`src/hw/rtl/ncrpll_pkg.sv`:
```
// ----------------------------------------------------------------------------
// ncrpll_pkg
// shared widths, codes and reset values of the clock recovery loop
// ----------------------------------------------------------------------------
package ncrpll_pkg;

    localparam int FRAME_W    = 32;
    localparam int ADDR_W     = 32;
    localparam int PERIOD_W   = 16;
    localparam int OFFSET_W   = 33;
    localparam int WINDOW_W   = 16;
    localparam int UPD_W      = 7;
    localparam int FPS_W      = 16;
    localparam int BURST_W    = 10;
    localparam int CFG_DATA_W = 16;

    // event codes
    typedef enum logic [1:0] {
        CMD_PACKET      = 2'd0,
        CMD_PERIOD_TICK = 2'd1,
        CMD_SLOT_TICK   = 2'd2,
        CMD_WATCHDOG    = 2'd3
    } cmd_t;

    // register indexes
    typedef enum logic [1:0] {
        REG_RESET_WINDOW    = 2'd0,
        REG_UPDATE_PERIOD   = 2'd1,
        REG_FRAMES_PER_SLOT = 2'd2,
        REG_BURST_LENGTH    = 2'd3
    } cfg_idx_t;

    localparam logic [WINDOW_W-1:0] RESET_WINDOW_INIT    = 16'd4800;
    localparam logic [UPD_W-1:0]    UPDATE_PERIOD_INIT   = 7'd50;
    localparam logic [FPS_W-1:0]    FRAMES_PER_SLOT_INIT = 16'd240;
    localparam logic [BURST_W-1:0]  BURST_LENGTH_INIT    = 10'd1000;
    localparam logic [PERIOD_W-1:0] PERIOD_INIT          = 16'd500;
    localparam logic [PERIOD_W-1:0] PERIOD_MAX           = 16'hFFFF;

    // offset divisor 240 = 16 * 15; x / 15 = (x * RECIP_15) >> 35 for any 32 bit x
    localparam int                  DIV_SHIFT = 4;
    localparam logic [31:0]         RECIP_15  = 32'h8888_8889;
    localparam int                  RECIP_SH  = 35;

endpackage

```
`src/hw/rtl/ncrpll_event_if.sv`:
```
// ----------------------------------------------------------------------------
// ncrpll_event_if
// event word channel: clock packets, period and slot ticks, watchdog timeouts
// ----------------------------------------------------------------------------
interface ncrpll_event_if import ncrpll_pkg::*; ();

    logic                valid;
    logic                ready;
    cmd_t                command;
    logic [FRAME_W-1:0]  remote_frame;
    logic [ADDR_W-1:0]   sender_address;

    modport source (output valid, output command, output remote_frame,
                    output sender_address, input ready);
    modport sink   (input valid, input command, input remote_frame,
                    input sender_address, output ready);

endinterface

```
`src/hw/rtl/ncrpll_status_if.sv`:
```
// ----------------------------------------------------------------------------
// ncrpll_status_if
// status word channel, one word per event
// ----------------------------------------------------------------------------
interface ncrpll_status_if import ncrpll_pkg::*; ();

    logic                       valid;
    logic                       ready;
    logic                       send_packet;
    logic                       loop_reset;
    logic                       period_updated;
    logic [PERIOD_W-1:0]        period_ms;
    logic signed [OFFSET_W-1:0] phase_offset;
    logic                       watchdog_alarm;
    logic                       watchdog_changed;
    logic                       source_changed;
    logic [ADDR_W-1:0]          current_source;

    modport source (output valid, output send_packet, output loop_reset,
                    output period_updated, output period_ms, output phase_offset,
                    output watchdog_alarm, output watchdog_changed,
                    output source_changed, output current_source, input ready);
    modport sink   (input valid, input send_packet, input loop_reset,
                    input period_updated, input period_ms, input phase_offset,
                    input watchdog_alarm, input watchdog_changed,
                    input source_changed, input current_source, output ready);

endinterface

```
`src/hw/rtl/ncrpll_cfg_if.sv`:
```
// ----------------------------------------------------------------------------
// ncrpll_cfg_if
// register write channel
// ----------------------------------------------------------------------------
interface ncrpll_cfg_if import ncrpll_pkg::*; ();

    logic                  valid;
    logic                  ready;
    cfg_idx_t              index;
    logic [CFG_DATA_W-1:0] data;

    modport source (output valid, output index, output data, input ready);
    modport sink   (input valid, input index, input data, output ready);

endinterface

```
`src/hw/rtl/network_clock_recovery_pll_core.sv`:
```
// ----------------------------------------------------------------------------
// network_clock_recovery_pll_core
// media clock recovery loop driven by clock packets and timer events
// ----------------------------------------------------------------------------
// path: an accepted word passes the event register stage, then the status
//   register stage, after which its status word is valid
// throughput: one word per cycle while status.ready is high, set by the single
//   event stage pass; with both stages full, events.ready follows status.ready
// reset: rst_n clears the state registers at once, period 500, config at defaults
// ----------------------------------------------------------------------------
module network_clock_recovery_pll_core
    import ncrpll_pkg::*;
(
    input  logic                clk,
    input  logic                rst_n,
    ncrpll_event_if.sink        events,
    ncrpll_status_if.source     status,
    ncrpll_cfg_if.sink          cfg
);

    // configuration registers
    logic [WINDOW_W-1:0]  reset_window_reg;
    logic [UPD_W-1:0]     update_period_reg;
    logic [FPS_W-1:0]     frames_per_slot_reg;
    logic [BURST_W-1:0]   burst_length_reg;

    // event register stage
    logic                 ev_valid_reg;
    cmd_t                 ev_command_reg;
    logic [FRAME_W-1:0]   ev_remote_reg;
    logic [ADDR_W-1:0]    ev_addr_reg;

    // loop state
    logic [FRAME_W-1:0]   local_frame_reg,  local_frame_next;
    logic [FRAME_W-1:0]   min_remote_reg,   min_remote_next;
    logic [FRAME_W-1:0]   min_local_reg,    min_local_next;
    logic [UPD_W-1:0]     packet_count_reg, packet_count_next;
    logic [OFFSET_W-1:0]  setpoint_reg,     setpoint_next;
    logic [PERIOD_W-1:0]  period_reg,       period_next;
    logic [BURST_W-1:0]   slots_left_reg,   slots_left_next;
    logic                 alarm_reg,        alarm_next;
    logic [ADDR_W-1:0]    source_reg,       source_next;
    logic                 source_known_reg, source_known_next;

    // status register stage
    logic                 out_valid_reg;
    logic                 send_reg,         send_next;
    logic                 loop_reset_reg,   loop_reset_next;
    logic                 updated_reg,      updated_next;
    logic                 wd_changed_reg,   wd_changed_next;
    logic                 src_changed_reg,  src_changed_next;

    // handshake
    logic                 stage_fire;
    assign stage_fire   = ev_valid_reg && (!out_valid_reg || status.ready);
    assign events.ready = !ev_valid_reg || stage_fire;
    assign cfg.ready    = 1'b1;

    // ------------------------------------------------------------------------
    // datapath of the event stage
    // ------------------------------------------------------------------------
    logic [FRAME_W:0]     frame_gap;      // local minus remote, 33 bits
    logic [FRAME_W:0]     frame_dist;     // its magnitude
    logic                 window_hit;
    logic [FRAME_W-1:0]   offset_now;     // remote minus local, modulo 2^32
    logic [FRAME_W-1:0]   offset_min;
    logic                 take_min;
    logic                 do_update;
    logic [OFFSET_W-1:0]  new_diff;       // signed offset of the kept minimum
    logic [OFFSET_W:0]    delta;          // signed change against the setpoint
    logic [OFFSET_W-1:0]  delta_mag;
    logic [28:0]          delta_div16;
    logic [63:0]          recip_prod;
    logic [25:0]          step;           // |delta| / 240
    logic signed [27:0]   period_wide;
    logic [BURST_W-1:0]   slots_base;
    logic                 emit;

    always_comb
    begin
        frame_gap   = {1'b0, local_frame_reg} - {1'b0, ev_remote_reg};
        frame_dist  = frame_gap[FRAME_W] ? ((FRAME_W+1)'(0) - frame_gap) : frame_gap;
        window_hit  = frame_dist > {{(FRAME_W+1-WINDOW_W){1'b0}}, reset_window_reg};

        offset_now  = ev_remote_reg - local_frame_reg;
        offset_min  = min_remote_reg - min_local_reg;
        // first packet of a round always latches, negative offsets rank large
        take_min    = (packet_count_reg == '0) || (offset_now < offset_min);
        do_update   = packet_count_reg >= update_period_reg;

        // default: state holds, flags clear
        local_frame_next  = local_frame_reg;
        min_remote_next   = min_remote_reg;
        min_local_next    = min_local_reg;
        packet_count_next = packet_count_reg;
        setpoint_next     = setpoint_reg;
        period_next       = period_reg;
        slots_left_next   = slots_left_reg;
        alarm_next        = alarm_reg;
        source_next       = source_reg;
        source_known_next = source_known_reg;
        send_next         = 1'b0;
        loop_reset_next   = 1'b0;
        updated_next      = 1'b0;
        wd_changed_next   = 1'b0;
        src_changed_next  = 1'b0;

        if (take_min)
        begin
            min_remote_next = ev_remote_reg;
            min_local_next  = local_frame_reg;
        end

        // period correction from the freshly kept minimum
        new_diff    = {1'b0, min_remote_next} - {1'b0, min_local_next};
        delta       = {new_diff[OFFSET_W-1], new_diff}
                    - {setpoint_reg[OFFSET_W-1], setpoint_reg};
        delta_mag   = delta[OFFSET_W] ? OFFSET_W'((OFFSET_W+1)'(0) - delta)
                                      : delta[OFFSET_W-1:0];
        delta_div16 = delta_mag[OFFSET_W-1:DIV_SHIFT];
        recip_prod  = {3'b000, delta_div16} * RECIP_15;
        step        = recip_prod[RECIP_SH+25:RECIP_SH];
        if (delta[OFFSET_W])
        begin
            period_wide = $signed({12'd0, period_reg}) + $signed({2'b00, step});
        end
        else
        begin
            period_wide = $signed({12'd0, period_reg}) - $signed({2'b00, step});
        end

        // burst slots
        slots_base = (ev_command_reg == CMD_PERIOD_TICK) ? burst_length_reg
                                                         : slots_left_reg;
        emit       = (slots_base != '0);

        case (ev_command_reg)
            CMD_PACKET:
            begin
                if (window_hit)
                begin
                    // snap to the remote frame; count and minimum stay
                    min_remote_next = min_remote_reg;
                    min_local_next  = min_local_reg;
                    local_frame_next = ev_remote_reg;
                    setpoint_next    = '0;
                    loop_reset_next  = 1'b1;
                end
                else if (do_update)
                begin
                    if (period_wide < 0)
                    begin
                        period_next = '0;
                    end
                    else if (period_wide > $signed({12'd0, PERIOD_MAX}))
                    begin
                        period_next = PERIOD_MAX;
                    end
                    else
                    begin
                        period_next = period_wide[PERIOD_W-1:0];
                    end
                    setpoint_next     = new_diff;
                    packet_count_next = '0;
                    updated_next      = 1'b1;
                end
                else
                begin
                    packet_count_next = packet_count_reg + UPD_W'(1);
                end
                if (!source_known_reg || (ev_addr_reg != source_reg))
                begin
                    source_next       = ev_addr_reg;
                    source_known_next = 1'b1;
                    src_changed_next  = 1'b1;
                end
                if (alarm_reg)
                begin
                    alarm_next      = 1'b0;
                    wd_changed_next = 1'b1;
                end
            end
            CMD_PERIOD_TICK, CMD_SLOT_TICK:
            begin
                min_remote_next = min_remote_reg;
                min_local_next  = min_local_reg;
                slots_left_next = emit ? (slots_base - BURST_W'(1)) : slots_base;
                if (emit)
                begin
                    local_frame_next = local_frame_reg
                                     + {{(FRAME_W-FPS_W){1'b0}}, frames_per_slot_reg};
                end
                send_next = emit;
            end
            default:
            begin
                // watchdog timeout, raised again on every repeat
                min_remote_next = min_remote_reg;
                min_local_next  = min_local_reg;
                alarm_next      = 1'b1;
                wd_changed_next = 1'b1;
            end
        endcase
    end

    // ------------------------------------------------------------------------
    // configuration registers
    // ------------------------------------------------------------------------
    always_ff @(posedge clk or negedge rst_n)
    begin
        if (!rst_n)
        begin
            reset_window_reg    <= RESET_WINDOW_INIT;
            update_period_reg   <= UPDATE_PERIOD_INIT;
            frames_per_slot_reg <= FRAMES_PER_SLOT_INIT;
            burst_length_reg    <= BURST_LENGTH_INIT;
        end
        else if (cfg.valid && cfg.ready)
        begin
            case (cfg.index)
                REG_RESET_WINDOW:    reset_window_reg    <= cfg.data[WINDOW_W-1:0];
                REG_UPDATE_PERIOD:   update_period_reg   <= cfg.data[UPD_W-1:0];
                REG_FRAMES_PER_SLOT: frames_per_slot_reg <= cfg.data[FPS_W-1:0];
                REG_BURST_LENGTH:    burst_length_reg    <= cfg.data[BURST_W-1:0];
                default:             ;
            endcase
        end
    end

    // ------------------------------------------------------------------------
    // event register stage: control
    // ------------------------------------------------------------------------
    always_ff @(posedge clk or negedge rst_n)
    begin
        if (!rst_n)
        begin
            ev_valid_reg <= 1'b0;
        end
        else if (events.ready)
        begin
            ev_valid_reg <= events.valid;
        end
    end

    // event payload, no reset needed
    always_ff @(posedge clk)
    begin
        if (events.valid && events.ready)
        begin
            ev_command_reg <= events.command;
            ev_remote_reg  <= events.remote_frame;
            ev_addr_reg    <= events.sender_address;
        end
    end

    // ------------------------------------------------------------------------
    // loop state and status register
    // ------------------------------------------------------------------------
    always_ff @(posedge clk or negedge rst_n)
    begin
        if (!rst_n)
        begin
            local_frame_reg  <= '0;
            min_remote_reg   <= '0;
            min_local_reg    <= '0;
            packet_count_reg <= '0;
            setpoint_reg     <= '0;
            period_reg       <= PERIOD_INIT;
            slots_left_reg   <= '0;
            alarm_reg        <= 1'b0;
            source_reg       <= '0;
            source_known_reg <= 1'b0;
            out_valid_reg    <= 1'b0;
        end
        else
        begin
            if (stage_fire)
            begin
                local_frame_reg  <= local_frame_next;
                min_remote_reg   <= min_remote_next;
                min_local_reg    <= min_local_next;
                packet_count_reg <= packet_count_next;
                setpoint_reg     <= setpoint_next;
                period_reg       <= period_next;
                slots_left_reg   <= slots_left_next;
                alarm_reg        <= alarm_next;
                source_reg       <= source_next;
                source_known_reg <= source_known_next;
                out_valid_reg    <= 1'b1;
            end
            else if (status.ready)
            begin
                out_valid_reg <= 1'b0;
            end
        end
    end

    // per-word flags, no reset needed
    always_ff @(posedge clk)
    begin
        if (stage_fire)
        begin
            send_reg        <= send_next;
            loop_reset_reg  <= loop_reset_next;
            updated_reg     <= updated_next;
            wd_changed_reg  <= wd_changed_next;
            src_changed_reg <= src_changed_next;
        end
    end

    // status word: flags from the last event, the rest from live state
    assign status.valid            = out_valid_reg;
    assign status.send_packet      = send_reg;
    assign status.loop_reset       = loop_reset_reg;
    assign status.period_updated   = updated_reg;
    assign status.period_ms        = period_reg;
    assign status.phase_offset     = $signed(setpoint_reg);
    assign status.watchdog_alarm   = alarm_reg;
    assign status.watchdog_changed = wd_changed_reg;
    assign status.source_changed   = src_changed_reg;
    assign status.current_source   = source_reg;

    // ------------------------------------------------------------------------
    // assertions
    // ------------------------------------------------------------------------
    // a loop reset and a period correction exclude each other
    assert property (@(posedge clk) disable iff (!rst_n)
        status.valid |-> !(status.loop_reset && status.period_updated))
        else $error("loop reset and period update on one word");

    // a loop reset always clears the reported offset
    assert property (@(posedge clk) disable iff (!rst_n)
        (status.valid && status.loop_reset) |-> (status.phase_offset == '0))
        else $error("phase offset not cleared on loop reset");

    // a packet slot never comes with packet-only flags
    assert property (@(posedge clk) disable iff (!rst_n)
        (status.valid && status.send_packet) |->
            !(status.loop_reset || status.source_changed || status.period_updated))
        else $error("slot emitted on a clock packet");

    // a held event stage keeps its word while the status side stalls
    assert property (@(posedge clk) disable iff (!rst_n)
        (ev_valid_reg && !stage_fire) |=> (ev_valid_reg && $stable(ev_command_reg)))
        else $error("event stage dropped a stalled word");

endmodule
```
`src/flat_wrapper.sv`:
```
// flat-port wrapper written by rule: the top's interface ports become plain ports
module network_clock_recovery_pll_core_flat import ncrpll_pkg::*;
  (clk, rst_n, events_valid, events_command, events_remote_frame, events_sender_address, events_ready, status_valid, status_send_packet, status_loop_reset, status_period_updated, status_period_ms, status_phase_offset, status_watchdog_alarm, status_watchdog_changed, status_source_changed, status_current_source, status_ready, cfg_valid, cfg_index, cfg_data, cfg_ready);
  ncrpll_event_if events_i ();
  ncrpll_status_if status_i ();
  ncrpll_cfg_if cfg_i ();
  input  logic clk;
  input  logic rst_n;
  input wire logic [$bits(events_i.valid)-1:0] events_valid;
  input wire logic [$bits(events_i.command)-1:0] events_command;
  input wire logic [$bits(events_i.remote_frame)-1:0] events_remote_frame;
  input wire logic [$bits(events_i.sender_address)-1:0] events_sender_address;
  output wire logic [$bits(events_i.ready)-1:0] events_ready;
  output wire logic [$bits(status_i.valid)-1:0] status_valid;
  output wire logic [$bits(status_i.send_packet)-1:0] status_send_packet;
  output wire logic [$bits(status_i.loop_reset)-1:0] status_loop_reset;
  output wire logic [$bits(status_i.period_updated)-1:0] status_period_updated;
  output wire logic [$bits(status_i.period_ms)-1:0] status_period_ms;
  output wire logic [$bits(status_i.phase_offset)-1:0] status_phase_offset;
  output wire logic [$bits(status_i.watchdog_alarm)-1:0] status_watchdog_alarm;
  output wire logic [$bits(status_i.watchdog_changed)-1:0] status_watchdog_changed;
  output wire logic [$bits(status_i.source_changed)-1:0] status_source_changed;
  output wire logic [$bits(status_i.current_source)-1:0] status_current_source;
  input wire logic [$bits(status_i.ready)-1:0] status_ready;
  input wire logic [$bits(cfg_i.valid)-1:0] cfg_valid;
  input wire logic [$bits(cfg_i.index)-1:0] cfg_index;
  input wire logic [$bits(cfg_i.data)-1:0] cfg_data;
  output wire logic [$bits(cfg_i.ready)-1:0] cfg_ready;
  assign events_i.valid = events_valid;
  assign events_i.command = events_command;
  assign events_i.remote_frame = events_remote_frame;
  assign events_i.sender_address = events_sender_address;
  assign events_ready = events_i.ready;
  assign status_valid = status_i.valid;
  assign status_send_packet = status_i.send_packet;
  assign status_loop_reset = status_i.loop_reset;
  assign status_period_updated = status_i.period_updated;
  assign status_period_ms = status_i.period_ms;
  assign status_phase_offset = status_i.phase_offset;
  assign status_watchdog_alarm = status_i.watchdog_alarm;
  assign status_watchdog_changed = status_i.watchdog_changed;
  assign status_source_changed = status_i.source_changed;
  assign status_current_source = status_i.current_source;
  assign status_i.ready = status_ready;
  assign cfg_i.valid = cfg_valid;
  assign cfg_i.index = cfg_index;
  assign cfg_i.data = cfg_data;
  assign cfg_ready = cfg_i.ready;
  network_clock_recovery_pll_core u_core (.clk(clk), .rst_n(rst_n), .events(events_i), .status(status_i), .cfg(cfg_i));
endmodule
```
`config.mk`:
```
export PLATFORM = sky130hd
export DESIGN_NAME = network_clock_recovery_pll_core_flat
export DESIGN_NICKNAME = d
export VERILOG_FILES = /design/src/hw/rtl/ncrpll_pkg.sv /design/src/hw/rtl/ncrpll_event_if.sv /design/src/hw/rtl/ncrpll_status_if.sv /design/src/hw/rtl/ncrpll_cfg_if.sv /design/src/hw/rtl/network_clock_recovery_pll_core.sv /design/src/flat_wrapper.sv
export SDC_FILE = /design/constraint.sdc
export NUM_CORES = 1
export LEC_CHECK = 0
export BUFFER_PORTS_ARGS = -buffer_cell sky130_fd_sc_hd__clkbuf_2
export CAP_MARGIN = 25
export CORE_MARGIN = 2
export CORE_UTILIZATION = 65
export CTS_BUF_LIST = sky130_fd_sc_hd__clkbuf_4 sky130_fd_sc_hd__clkbuf_8
export CTS_CLUSTER_DIAMETER = 100
export DETAILED_ROUTE_END_ITERATION = 16
export PLACE_DENSITY = 0.82
export SETUP_SLACK_MARGIN = 0.2
export SLEW_MARGIN = 20
export SYNTH_ARGS = -nofsm -noshare
export SYNTH_HDL_FRONTEND = slang
export SYNTH_SLANG_ARGS = --single-unit
```
`constraint.sdc`:
```
create_clock -name clk -period 30.7 [get_ports clk]
set_input_delay 1.535 -clock clk [delete_from_list [all_inputs] [get_ports clk]]
set_output_delay 1.535 -clock clk [all_outputs]
set_load 0.02 [all_outputs]
```
==> out/qor.yml <==
max_stage_delay_ns: 0.89
min_from: "u_core.source_known_reg"
crit_required_ns: 31.21
drc: 0
slowest_stage: "a2111oi_0"
reg2reg_depth: 90
fin_cells: 4731
fillCellCount: 4071
hold_violations: 0
seqCellArea_um2: 8340
synth.top_cell.area_share: 0.185
area_growth_pct: 8.42
htreeDepth: 2
cts_tree: "yes"
syn_inst: 3855
r2r-end: "u_core.status.period_ms[0]"
path_class: "reg2reg"
status: "complete, no violations"
startpoint_type: "register"
async_reset_ff_frac: 0.777
cts-root-buf: "clkbuf_8"
grt_max_degree: 117
drv_slew: 0
rsz0062_at_grt: "false"
rrSetupSlack_ns: 5.84
critPathCaptureType: "register"
ys_ff_latch: 318
die_w_um: 234
tns_ns: 0
io_pins: 179
clock_tree.buffer_depth: 3
netlist_top_cells_area: "ha_1 (18%), dfrtp_1 (16%), fa_1 (7.2%)"
ant_nets: 0
multi_input_area_um2: 24100
period_share: 0.810
path_clk_slew_ns: 0.07
cts_inserted_buffers: 55
dr.first_iter.drc_count: 1958
initial_core_util: 0.657
gr-total-overflow: 0
grt_pass1_wl_um: 144000
maxCapViolations: 0
insertion_delay_ns: 0.68
synth_nets: 4577
gp_congestion: 0.973
worstHoldPathCells: 1
holdBufCountCts: 0
synth.distinct_cells: 89
nets: 4721
dpl.hpwl_um: 71100
rows: 84
avgViaCountPerCell: 6.16
whs_ns: 0.484
core_um2: 52600
final.setup_skew_ns: 0.0566
worst_pin_slew_ns: 0.989
syn_avg_cell_area_um2: 8.95
critical_path_arrival_ns: 25.37
synth_ff_type: "dfrtp_1"
min_to: "u_core.source_known_reg"
routed_wl_um: 90100
setup_violations: 0
drive_gt1_frac: 0.126
ys_warn_count: 0
yosys.area.top_type: "ha_1"
hp-class: "reg2reg"
synth.cell_area_um2: 34500
timing.fmax_mhz: 40.2
die_h_um: 234
final_common_cell: "ha_1"
routedWlPerCell_um: 19.0
port_buffers: 177
cp_max_fo: 51
grtUsageTotal: 0.326
cts_num_sinks: 318
period_minus_slack_ns: 24.86
rr_startpoint: "u_core.ev_remote_reg[0]"
final_cell_mix: "ha_1 (509), inv_1 (440), nand2_1 (254)"
vias: 29100
antenna_found_initial: 0
dpl.cell_count: 4627
die-area_um2: 55000
post-cts-setup-buffer-count: 0
ys_seq_area_frac: 0.242
cts.repair.resized: 0
grt_pass1_vias: 28800
largest_reg_flops: 33
slew-limit-headroom: 0.324
synth_edf_count: 71
drt_pass1_iterations: 6
## worst max-delay path by stage
stage                                   from                     endpoint  slack, ns  cells after the start
CTS                  u_core.ev_remote_reg[0]   u_core.status.period_ms[0]       6.01                     90
finish               u_core.ev_remote_reg[0]   u_core.status.period_ms[0]       5.84                     90
detailed placement   u_core.ev_remote_reg[0]   u_core.status.period_ms[0]       6.08                     90
floorplan            u_core.ev_remote_reg[0]  u_core.status.period_ms[10]       9.22                     94
global route        u_core.min_remote_reg[0]   u_core.status.period_ms[0]       3.68                     91
global placement     u_core.ev_remote_reg[0]   u_core.status.period_ms[0]       6.39                     89
## cell families after synthesis
| logic type | after synthesis | share of synthesized area |
|---|---|---|
| buffers and inverters | 554 | 0.0611 |
| other | 1 | 0.000109 |
| AO/OA/AOI/OAI | 988 | 0.184 |
| multiplexers | 185 | 0.0585 |
| AND/OR/NAND/NOR | 906 | 0.130 |
| XOR/XNOR | 270 | 0.0685 |
| flip-flops | 318 | 0.242 |
| adder cells (fa/ha/maj) | 633 | 0.256 |
## cell usage after synthesis, types with 26 or more instances
master    number
ha_1         509
inv_1        440
nand2_1      255
a21oi_1      253
o21ai_0      253
dfrtp_1      224
nor2_1       201
xnor2_1      178
mux2_2       134
fa_1         124
a21o_1       121
xor2_1        92
clkbuf_1      87
edfxtp_1      71
nor3_1        71
nand3_1       61
mux2i_1       51
and3_1        45
nand4_1       44
a31oi_1       43
nand2b_1      42
nor2b_1       33
o21bai_1      33
or3_1         30
a22o_1        29
o21a_1        29
or2_2         28
a211oi_1      26
## metal layers
layer / global-route usage / vias to the layer above / part of all wire
met5: 0 / - / 0
met4: 0.156 / 0 / 0.047
met3: 0.0411 / 263 / 0.055
met2: 0.568 / 954 / 0.49
met1: 0.402 / 14000 / 0.41
li1: - / 14000 / -
## critical path: cells and delay by family, from the launching register on
family | cells | cell delay [ns]
compound gates | 37 | 10.73
mux | 2 | 0.47
flops | 1 | 0.44
xor+xnor | 5 | 1.17
buf+inv | 7 | 1.16
simple gates | 25 | 5.11
fa+ha+maj | 14 | 5.50
## cell type report
type                    count  share of cell area
clock inverters            14             0.00542
inverters                 440              0.0441
multi-input cells        2983               0.645
well taps                 688              0.0230
flip-flops and latches    318               0.223
diodes                      1           0.0000669
repair buffers            201              0.0306
clock buffers              86              0.0293
## per-stage QoR
stage	utilization	setup WS, ns	area, um^2
floorplan	-	9.22	34500
global placement	0.685	6.39	36000
detailed placement	0.686	6.08	36000
CTS	0.711	6.01	37300
global route	0.712	3.68	37400
finish	0.712	5.84	37400
Power is not shown: default switching activity piles up to over one toggle a cycle in this logic, so the estimate is an artifact.
